### src/hdl/spq_pkg.sv
// Package for the sorted priority queue.
// Field widths, operation and status codes, and the command that drives the cell row.
// No dependencies.
package spq_pkg;

  localparam int ID_W      = 16;
  localparam int PRI_W     = 16;
  localparam int OCC_W     = 9;
  localparam int DEPTH_DEF = 16;

  localparam logic [1:0] OP_INSERT  = 2'd0;
  localparam logic [1:0] OP_EXTRACT = 2'd1;
  localparam logic [1:0] OP_CHANGE  = 2'd2;
  localparam logic [1:0] OP_REMOVE  = 2'd3;

  localparam logic [1:0] ST_OK       = 2'd0;
  localparam logic [1:0] ST_EMPTY    = 2'd1;
  localparam logic [1:0] ST_NOTFOUND = 2'd2;
  localparam logic [1:0] ST_FULL     = 2'd3;

  typedef struct packed {
    logic                    ins;
    logic                    del;
    logic                    head;
    logic [ID_W-1:0]         id;
    logic signed [PRI_W-1:0] pri;
  } cell_cmd_t;

endpackage

### src/hdl/spq_req_if.sv
// Request channel of the sorted priority queue: valid, ready and one operation.
// Depends on spq_pkg.
interface spq_req_if import spq_pkg::*; ();
  logic                    valid;
  logic                    ready;
  logic [1:0]              operation;
  logic [ID_W-1:0]         item_id;
  logic signed [PRI_W-1:0] priority_req;

  modport source (output valid, operation, item_id, priority_req, input ready);
  modport sink (input valid, operation, item_id, priority_req, output ready);
endinterface

### src/hdl/spq_rsp_if.sv
// Response channel of the sorted priority queue: valid, ready and one result.
// Depends on spq_pkg.
interface spq_rsp_if import spq_pkg::*; ();
  logic             valid;
  logic             ready;
  logic [ID_W-1:0]  result_id;
  logic [1:0]       status;
  logic [OCC_W-1:0] occupancy;
  logic             is_empty;

  modport source (output valid, result_id, status, occupancy, is_empty, input ready);
  modport sink (input valid, result_id, status, occupancy, is_empty, output ready);
endinterface

### src/hdl/spq_cell.sv
// One slot of the sorted row: holds an id and a priority, compares against the
// command and takes the new entry or a neighbor's entry. Depends on spq_pkg.
module spq_cell import spq_pkg::*; (
  input  logic                    clk,
  input  cell_cmd_t               cmd,
  input  logic                    occ,
  input  logic                    left_le,
  input  logic [ID_W-1:0]         left_id,
  input  logic signed [PRI_W-1:0] left_pri,
  input  logic [ID_W-1:0]         right_id,
  input  logic signed [PRI_W-1:0] right_pri,
  input  logic                    hit_in,
  output logic [ID_W-1:0]         id,
  output logic signed [PRI_W-1:0] pri,
  output logic                    le,
  output logic                    hit_out
);

  logic [ID_W-1:0]         id_next;
  logic signed [PRI_W-1:0] pri_next;

  assign le      = occ && (pri <= cmd.pri);
  assign hit_out = hit_in || (occ && (id == cmd.id));

  always_comb begin
    id_next  = id;
    pri_next = pri;
    if (cmd.ins && !le) begin
      if (left_le) begin
        id_next  = cmd.id;
        pri_next = cmd.pri;
      end else begin
        id_next  = left_id;
        pri_next = left_pri;
      end
    end else if (cmd.head || (cmd.del && hit_out)) begin
      id_next  = right_id;
      pri_next = right_pri;
    end
  end

  always_ff @(posedge clk) begin
    id  <= id_next;
    pri <= pri_next;
  end

endmodule

### src/hdl/sorted_priority_queue_top.sv
// Sorted priority queue top level: cell row, entry count, sequencer, result register.
// Depends on spq_pkg, spq_req_if, spq_rsp_if and spq_cell.
//
// Usage:
//   req carries one operation per beat (insert, extract minimum, change
//   priority, remove by id) with an item id and a signed Q8.8 priority.
//   rsp returns one beat per request: extracted id, status, occupancy and
//   an empty flag, in request order.
//   Insert, extract, remove and a change priority of an absent id finish in
//   the cycle they are accepted; the result beat is valid in the next cycle.
//   Change priority of a present id removes in the accept cycle and inserts
//   in the next, so its result beat is loaded by the re-insert and req is
//   held off while that re-insert runs.
//   Throughput is one request per cycle while rsp does not stall; a change
//   priority that finds its id holds req off for its re-insert; the sequencer
//   and the single command broadcast to all cells set this figure.
//   All cells compare against the command in parallel and shift one place
//   toward a neighbor at most, so the row stays sorted with ties in arrival
//   order.
//   Reset empties the queue at once; slot contents are left as they are.
//   When rsp stalls, the result waits in its register and req is accepted
//   only once that register is free or draining in the same cycle.
module sorted_priority_queue_top import spq_pkg::*; #(
  parameter int DEPTH = DEPTH_DEF
) (
  input  logic      clk,
  input  logic      rst,
  spq_req_if.sink   req,
  spq_rsp_if.source rsp
);

  localparam int CW = $clog2(DEPTH + 1);

  localparam logic S_IDLE  = 1'b0;
  localparam logic S_REINS = 1'b1;

  logic                    state;
  logic [CW-1:0]           count;
  logic [CW-1:0]           count_next;
  logic [ID_W-1:0]         held_id;
  logic signed [PRI_W-1:0] held_pri;

  logic                    accept;
  logic                    full;
  logic                    found;
  cell_cmd_t               cmd;

  logic [ID_W-1:0]         cell_id  [DEPTH];
  logic signed [PRI_W-1:0] cell_pri [DEPTH];
  logic [DEPTH-1:0]        cell_le;
  logic [DEPTH-1:0]        cell_hit;
  logic [DEPTH-1:0]        occ;

  logic                    load;
  logic [ID_W-1:0]         rid_next;
  logic [1:0]              status_next;

  assign req.ready = (state == S_IDLE) && (!rsp.valid || rsp.ready);
  assign accept    = req.valid && req.ready;
  assign full      = (count == CW'(DEPTH));
  assign found     = cell_hit[DEPTH-1];

  always_comb begin
    cmd.id   = (state == S_REINS) ? held_id : req.item_id;
    cmd.pri  = (state == S_REINS) ? held_pri : req.priority_req;
    cmd.ins  = (state == S_REINS) || (accept && req.operation == OP_INSERT && !full);
    cmd.head = accept && req.operation == OP_EXTRACT && count != '0;
    cmd.del  = accept && (req.operation == OP_CHANGE || req.operation == OP_REMOVE);
  end

  for (genvar i = 0; i < DEPTH; i++) begin : g_cell
    assign occ[i] = CW'(i) < count;
    if (i == 0) begin : g_head
      spq_cell u_cell (
        .clk      (clk),
        .cmd      (cmd),
        .occ      (occ[i]),
        .left_le  (1'b1),
        .left_id  (cmd.id),
        .left_pri (cmd.pri),
        .right_id (cell_id[i+1]),
        .right_pri(cell_pri[i+1]),
        .hit_in   (1'b0),
        .id       (cell_id[i]),
        .pri      (cell_pri[i]),
        .le       (cell_le[i]),
        .hit_out  (cell_hit[i])
      );
    end else if (i == DEPTH - 1) begin : g_tail
      spq_cell u_cell (
        .clk      (clk),
        .cmd      (cmd),
        .occ      (occ[i]),
        .left_le  (cell_le[i-1]),
        .left_id  (cell_id[i-1]),
        .left_pri (cell_pri[i-1]),
        .right_id (cell_id[i]),
        .right_pri(cell_pri[i]),
        .hit_in   (cell_hit[i-1]),
        .id       (cell_id[i]),
        .pri      (cell_pri[i]),
        .le       (cell_le[i]),
        .hit_out  (cell_hit[i])
      );
    end else begin : g_mid
      spq_cell u_cell (
        .clk      (clk),
        .cmd      (cmd),
        .occ      (occ[i]),
        .left_le  (cell_le[i-1]),
        .left_id  (cell_id[i-1]),
        .left_pri (cell_pri[i-1]),
        .right_id (cell_id[i+1]),
        .right_pri(cell_pri[i+1]),
        .hit_in   (cell_hit[i-1]),
        .id       (cell_id[i]),
        .pri      (cell_pri[i]),
        .le       (cell_le[i]),
        .hit_out  (cell_hit[i])
      );
    end
  end

  always_comb begin
    count_next = count;
    if (cmd.ins) begin
      count_next = count + CW'(1);
    end else if (cmd.head || (cmd.del && found)) begin
      count_next = count - CW'(1);
    end
  end

  always_comb begin
    load        = 1'b0;
    rid_next    = '0;
    status_next = ST_OK;
    if (state == S_REINS) begin
      load = 1'b1;
    end else if (accept) begin
      unique case (req.operation)
        OP_INSERT: begin
          load = 1'b1;
          if (full) begin
            status_next = ST_FULL;
          end
        end
        OP_EXTRACT: begin
          load = 1'b1;
          if (count == '0) begin
            status_next = ST_EMPTY;
          end else begin
            rid_next = cell_id[0];
          end
        end
        OP_CHANGE: begin
          load = !found;
          if (!found) begin
            status_next = ST_NOTFOUND;
          end
        end
        OP_REMOVE: begin
          load = 1'b1;
          if (!found) begin
            status_next = ST_NOTFOUND;
          end
        end
        default: begin
          load = 1'b0;
        end
      endcase
    end
  end

  always_ff @(posedge clk) begin
    if (rst) begin
      state     <= S_IDLE;
      count     <= '0;
      rsp.valid <= 1'b0;
    end else begin
      count <= count_next;
      if (state == S_REINS) begin
        state <= S_IDLE;
      end else if (accept && req.operation == OP_CHANGE && found) begin
        state <= S_REINS;
      end
      if (load) begin
        rsp.valid <= 1'b1;
      end else if (rsp.ready) begin
        rsp.valid <= 1'b0;
      end
    end
  end

  always_ff @(posedge clk) begin
    if (accept) begin
      held_id  <= req.item_id;
      held_pri <= req.priority_req;
    end
    if (load) begin
      rsp.result_id <= rid_next;
      rsp.status    <= status_next;
      rsp.occupancy <= OCC_W'(count_next);
      rsp.is_empty  <= (count_next == '0);
    end
  end

endmodule

### src/flat_wrapper.sv
// flat-port wrapper written by rule: the top's interface ports become plain ports
module sorted_priority_queue_top_flat import spq_pkg::*;
#(
  parameter int DEPTH = DEPTH_DEF
)
  (clk, rst, req_valid, req_operation, req_item_id, req_priority_req, req_ready, rsp_valid, rsp_result_id, rsp_status, rsp_occupancy, rsp_is_empty, rsp_ready);
  spq_req_if req_i ();
  spq_rsp_if rsp_i ();
  input  logic clk;
  input  logic rst;
  input wire logic [$bits(req_i.valid)-1:0] req_valid;
  input wire logic [$bits(req_i.operation)-1:0] req_operation;
  input wire logic [$bits(req_i.item_id)-1:0] req_item_id;
  input wire logic [$bits(req_i.priority_req)-1:0] req_priority_req;
  output wire logic [$bits(req_i.ready)-1:0] req_ready;
  output wire logic [$bits(rsp_i.valid)-1:0] rsp_valid;
  output wire logic [$bits(rsp_i.result_id)-1:0] rsp_result_id;
  output wire logic [$bits(rsp_i.status)-1:0] rsp_status;
  output wire logic [$bits(rsp_i.occupancy)-1:0] rsp_occupancy;
  output wire logic [$bits(rsp_i.is_empty)-1:0] rsp_is_empty;
  input wire logic [$bits(rsp_i.ready)-1:0] rsp_ready;
  assign req_i.valid = req_valid;
  assign req_i.operation = req_operation;
  assign req_i.item_id = req_item_id;
  assign req_i.priority_req = req_priority_req;
  assign req_ready = req_i.ready;
  assign rsp_valid = rsp_i.valid;
  assign rsp_result_id = rsp_i.result_id;
  assign rsp_status = rsp_i.status;
  assign rsp_occupancy = rsp_i.occupancy;
  assign rsp_is_empty = rsp_i.is_empty;
  assign rsp_i.ready = rsp_ready;
  sorted_priority_queue_top #(.DEPTH(DEPTH)) u_core (.clk(clk), .rst(rst), .req(req_i), .rsp(rsp_i));
endmodule
### config.mk
export PLATFORM = sky130hd
export DESIGN_NAME = sorted_priority_queue_top_flat
export DESIGN_NICKNAME = d
export VERILOG_FILES = /design/src/hdl/spq_pkg.sv /design/src/hdl/spq_req_if.sv /design/src/hdl/spq_rsp_if.sv /design/src/hdl/spq_cell.sv /design/src/hdl/sorted_priority_queue_top.sv /design/src/flat_wrapper.sv
export SDC_FILE = /design/constraint.sdc
export NUM_CORES = 2
export LEC_CHECK = 0
export BUFFER_PORTS_ARGS = -buffer_cell sky130_fd_sc_hd__buf_4
export CORE_MARGIN = 10
export CORE_UTILIZATION = 50
export CTS_BUF_LIST = sky130_fd_sc_hd__clkbuf_2 sky130_fd_sc_hd__clkbuf_4 sky130_fd_sc_hd__clkbuf_8
export DETAILED_ROUTE_END_ITERATION = 7
export MAX_ROUTING_LAYER = met4
export PLACE_DENSITY = 0.66
export SLEW_MARGIN = 20
export SYNTH_ARGS = -nofsm -noshare
export SYNTH_HDL_FRONTEND = slang
export SYNTH_SLANG_ARGS = --single-unit
### constraint.sdc
create_clock -name clk -period 8 [get_ports clk]
set_input_delay 0.8 -clock clk [delete_from_list [all_inputs] [get_ports clk]]
set_output_delay 0.8 -clock clk [all_outputs]
set_load 0.03 [all_outputs]
==> summary.md <==
| Metric | Value |
|---|---|
| Root Buffer | clkbuf_8 |
| Post_cts resized | 0 |
| Setup bufs post-CTS | 0 |
| CP Cell Sequence | mux2_2 -> inv_1 -> ha_1 -> a21o_1 -> a21oi_1 -> nor2b_1 -> o21ai_0 -> nand2b_1 -> a221o_1 -> a31o_2 -> nand2_1 -> buf_4 -> nand3_1 -> buf_4 |
| Syn Area/Cell | 10.7 sq um |
| Final Net Count | 3951 |
| GRT overflow | 0 |
| Hpwl dp | 87.1 mm |
| Slowest CP cell | inv_1 |
| Netlist cell types | 73 |
| IO Pins | 68 |
| Placer Congestion | 0.934 |
| Top FF cell, synth | edfxtp_1 |
| Largest net degree at the start of global routing | 69 |
| CTS Hold Buffers Added | 0 |
| Worst Clk Skew | 30.8 ps |
| Core area | 77200 sq um |
| Status | finished clean |
| IO buf count | 63 |
| Inst Count DP | 4586 |
| Share of cells above drive strength 1 | 14.5% |
| Crit Path Max Fanout | 33 |
| Critical path arrival | 6230 ps |
| Chip height | 299 microns |
| Area growth, synth to finish | 9.53% |
| CP max stage delay | 650 ps |
| Final setup viols | 0 |
| Row count | 102 |
| Number of DRC markers in iteration 0 | 2932 |
| H-tree levels | 3 |
| Die W | 299 microns |
| Final hold slack | 242 ps |
| Vias per cell | 6.22 |
| TritonCTS clock tree | yes |
| Static leakage | 14.7 nW |
| First-pass GRT wire length | 181 mm |
| Clock Sinks | 575 |
| CTS buffer count | 105 |
| Worst path most repeated cell | buf_4 |
| Hold Crit Class | input port to register |
| Vias in the first global route | 29400 |
| Sequential area share after synthesis | 44.3% |
| Fin crit share | 72.1% |
| Cell family with most CP delay | buffers and inverters |
| Worst setup EP type | register |
| Total negative slack | 0 ps |
| WP buf/inv | 3 |
| PwrDens | 177 nW/um^2 |
| Worst Setup Start Kind | register |
| Worst-Skew Late Latency | 750 ps |
| Worst Tran Pin Value | 1190 ps |
| Max-slew violations | 0 |
| RSZ-0062 raised after global routing | no |
| CP required | 8460 ps |
| Final worst slack | 2230 ps |
| DIE AREA | 89200 sq um |
| CTS clk-pin slew, worst paths | 60 ps |
| Max clock buf depth | 3 |
| Max VDD drop | 0.000135 V |
| Yosys reg bits | 575 |
| Cells after Synth | 3642 |
| Effective utilization at floorplan | 50.3% |
| Detail Route Antenna Nets | 0 |
| Antenna violations before repair | 1 |
| Final non-filler cell total | 4772 |
| Max-slew headroom | 19.6% |
| DRC violations left | 0 |
| Achievable frequency | 173 MHz |
| Async set-reset flop share out of synthesis | 0% |
| Final Hold Viols | 0 |
| Synth Cell Area | 38800 sq um |
| Crit path kind | register to register |
| GRT Total Usage | 26.4% |
| Tmin final | 5770 ps |
| Pre-CTS setup slack | 2120 ps |
| DR vias | 29700 |
| First drt pass iteration count | 5 |
| Number of flops mapped to enable cells by yosys | 568 |
| Syn. warnings | 0 |
| DRT Wirelength | 119 mm |
| Max Cap Viol | 0 |
| Drt wl/cell | 24.9 microns |
-- cells by family (layout without fill, tap and decap cells) --
logic type | after synthesis | after routing | share of synthesized area [%]
buffers and inverters | 310 | 396 | 3.61
DFF | 575 | 575 | 44.3
other | 1 | 5 | 0.00966
muxes | 562 | 562 | 15.0
and+or+nand+nor | 721 | 721 | 9.31
xor gates and xnor gates | 261 | 261 | 5.89
AOI/OAI and AO/OA | 952 | 952 | 13.5
adders and majority gates | 260 | 260 | 8.38
-- worst paths after layout --
check / from / endpoint / slack [ps] / depth (start not counted)
setup / recovery: u_core.state / u_core.g_cell[3].g_mid.u_cell.id[1] / 2230 / 14
hold / removal: req_priority_req[0] / u_core.held_pri[0] / 240 / 1
hold reg to reg: u_core.g_cell[15].g_tail.u_cell.pri[7] / u_core.g_cell[14].g_mid.u_cell.pri[7] / 570 / 2
setup reg to reg: u_core.state / u_core.g_cell[3].g_mid.u_cell.id[1] / 2230 / 14
-- sequential cells by signal, summed over array words and instances (netlist names) --
signal                           cells
u_core.count                         5
u_core.rsp.is_empty                  1
u_core.rsp.valid                     1
u_core.rsp.result_id                16
u_core.held_pri                     16
u_core.g_cell.g_mid.u_cell.pri     224
u_core.g_cell.g_head.u_cell.id      16
u_core.g_cell.g_head.u_cell.pri     16
u_core.held_id                      16
u_core.g_cell.g_tail.u_cell.id      16
u_core.state                         1
u_core.g_cell.g_mid.u_cell.id      224
u_core.g_cell.g_tail.u_cell.pri     16
u_core.rsp.occupancy                 5
u_core.rsp.status                    2
-- routing by layer --
| layer | wire (microns) | global-route usage (%) |
|---|---|---|
| met5 | 0 | - |
| met4 | 4110 | 8.95 |
| met3 | 7460 | 3.27 |
| met2 | 53000 | 40.3 |
| met1 | 54100 | 36.2 |
-- power by group --
group	switching, W	internal (W)
clock network	0.00133	0.00142
logic	0.000738	0.000430
registers	0.000120	0.00348
total	0.00218	0.00533
-- cells in the final DEF (no fill, tap or decap), types with 8 or more instances in the layout --
cell type  Yosys  final
nand3_1       49     46
buf_4         20    159
xnor2_1      259    259
nand2_1      279    278
nor2b_1       43     43
ha_1         260    260
mux2i_1      404    389
nor2_1        67     63
clkbuf_8       0    105
o21ai_0      713    710
nand2b_1       9      9
a21o_1        43     42
mux2i_4        1     16
inv_1         52     52
and2_1        18     18
nor3_1        49     48
a21oi_1       67     62
or2_2          8      8
edfxtp_1     568    568
nor4_1        95     95
mux2_2       157    157
clkbuf_4       0     43
clkinv_1       0     23
o21a_1        52     52
o211ai_1      13     13
nand4_1       62     62
-- metrics by stage --
stage               area [sq um]  power, W  utilization [%]
floorplan                  38800   0.00441                -
global placement           40600   0.00479             52.5
detailed placement         40600   0.00481             52.5
CTS                        42500   0.00754             55.1
global route               42500   0.00781             55.1
finish                     42500   0.00752             55.1
-- layout make-up --
type / count / area [sq um]
Clock inverter: 37 / 191
Inverter: 52 / 195
Timing Repair Buffer: 159 / 1190
Clock buffer: 148 / 1770
Fill cell: 6798 / 34700
Multi-Input combinational cell: 2760 / 20700
Tap cell: 1040 / 1300
Sequential cell: 575 / 17200
Antenna cell: 1 / 2.50
-- synth_stat cells (17+ instances only) --
library cell / count / area share, %
inv_1: 52 / 0.50
buf_4: 20 / 0.39
xnor2_1: 259 / 5.8
nand3_1: 49 / 0.63
nor4_1: 95 / 1.5
nor2_1: 67 / 0.65
edfxtp_1: 568 / 44
o21ai_0: 713 / 9.2
nand4_1: 62 / 1.0
buf_2: 35 / 0.45
a21o_1: 43 / 0.83
nand2_1: 279 / 2.7
a21oi_1: 67 / 0.86
o21a_1: 52 / 1.0
buf_1: 17 / 0.16
mux2i_1: 404 / 10
and2_1: 18 / 0.29
clkbuf_1: 174 / 1.7
nor3_1: 49 / 0.63
nor2b_1: 43 / 0.69
ha_1: 260 / 8.4
mux2_2: 157 / 4.6
(Power assumes the default switching activity.)
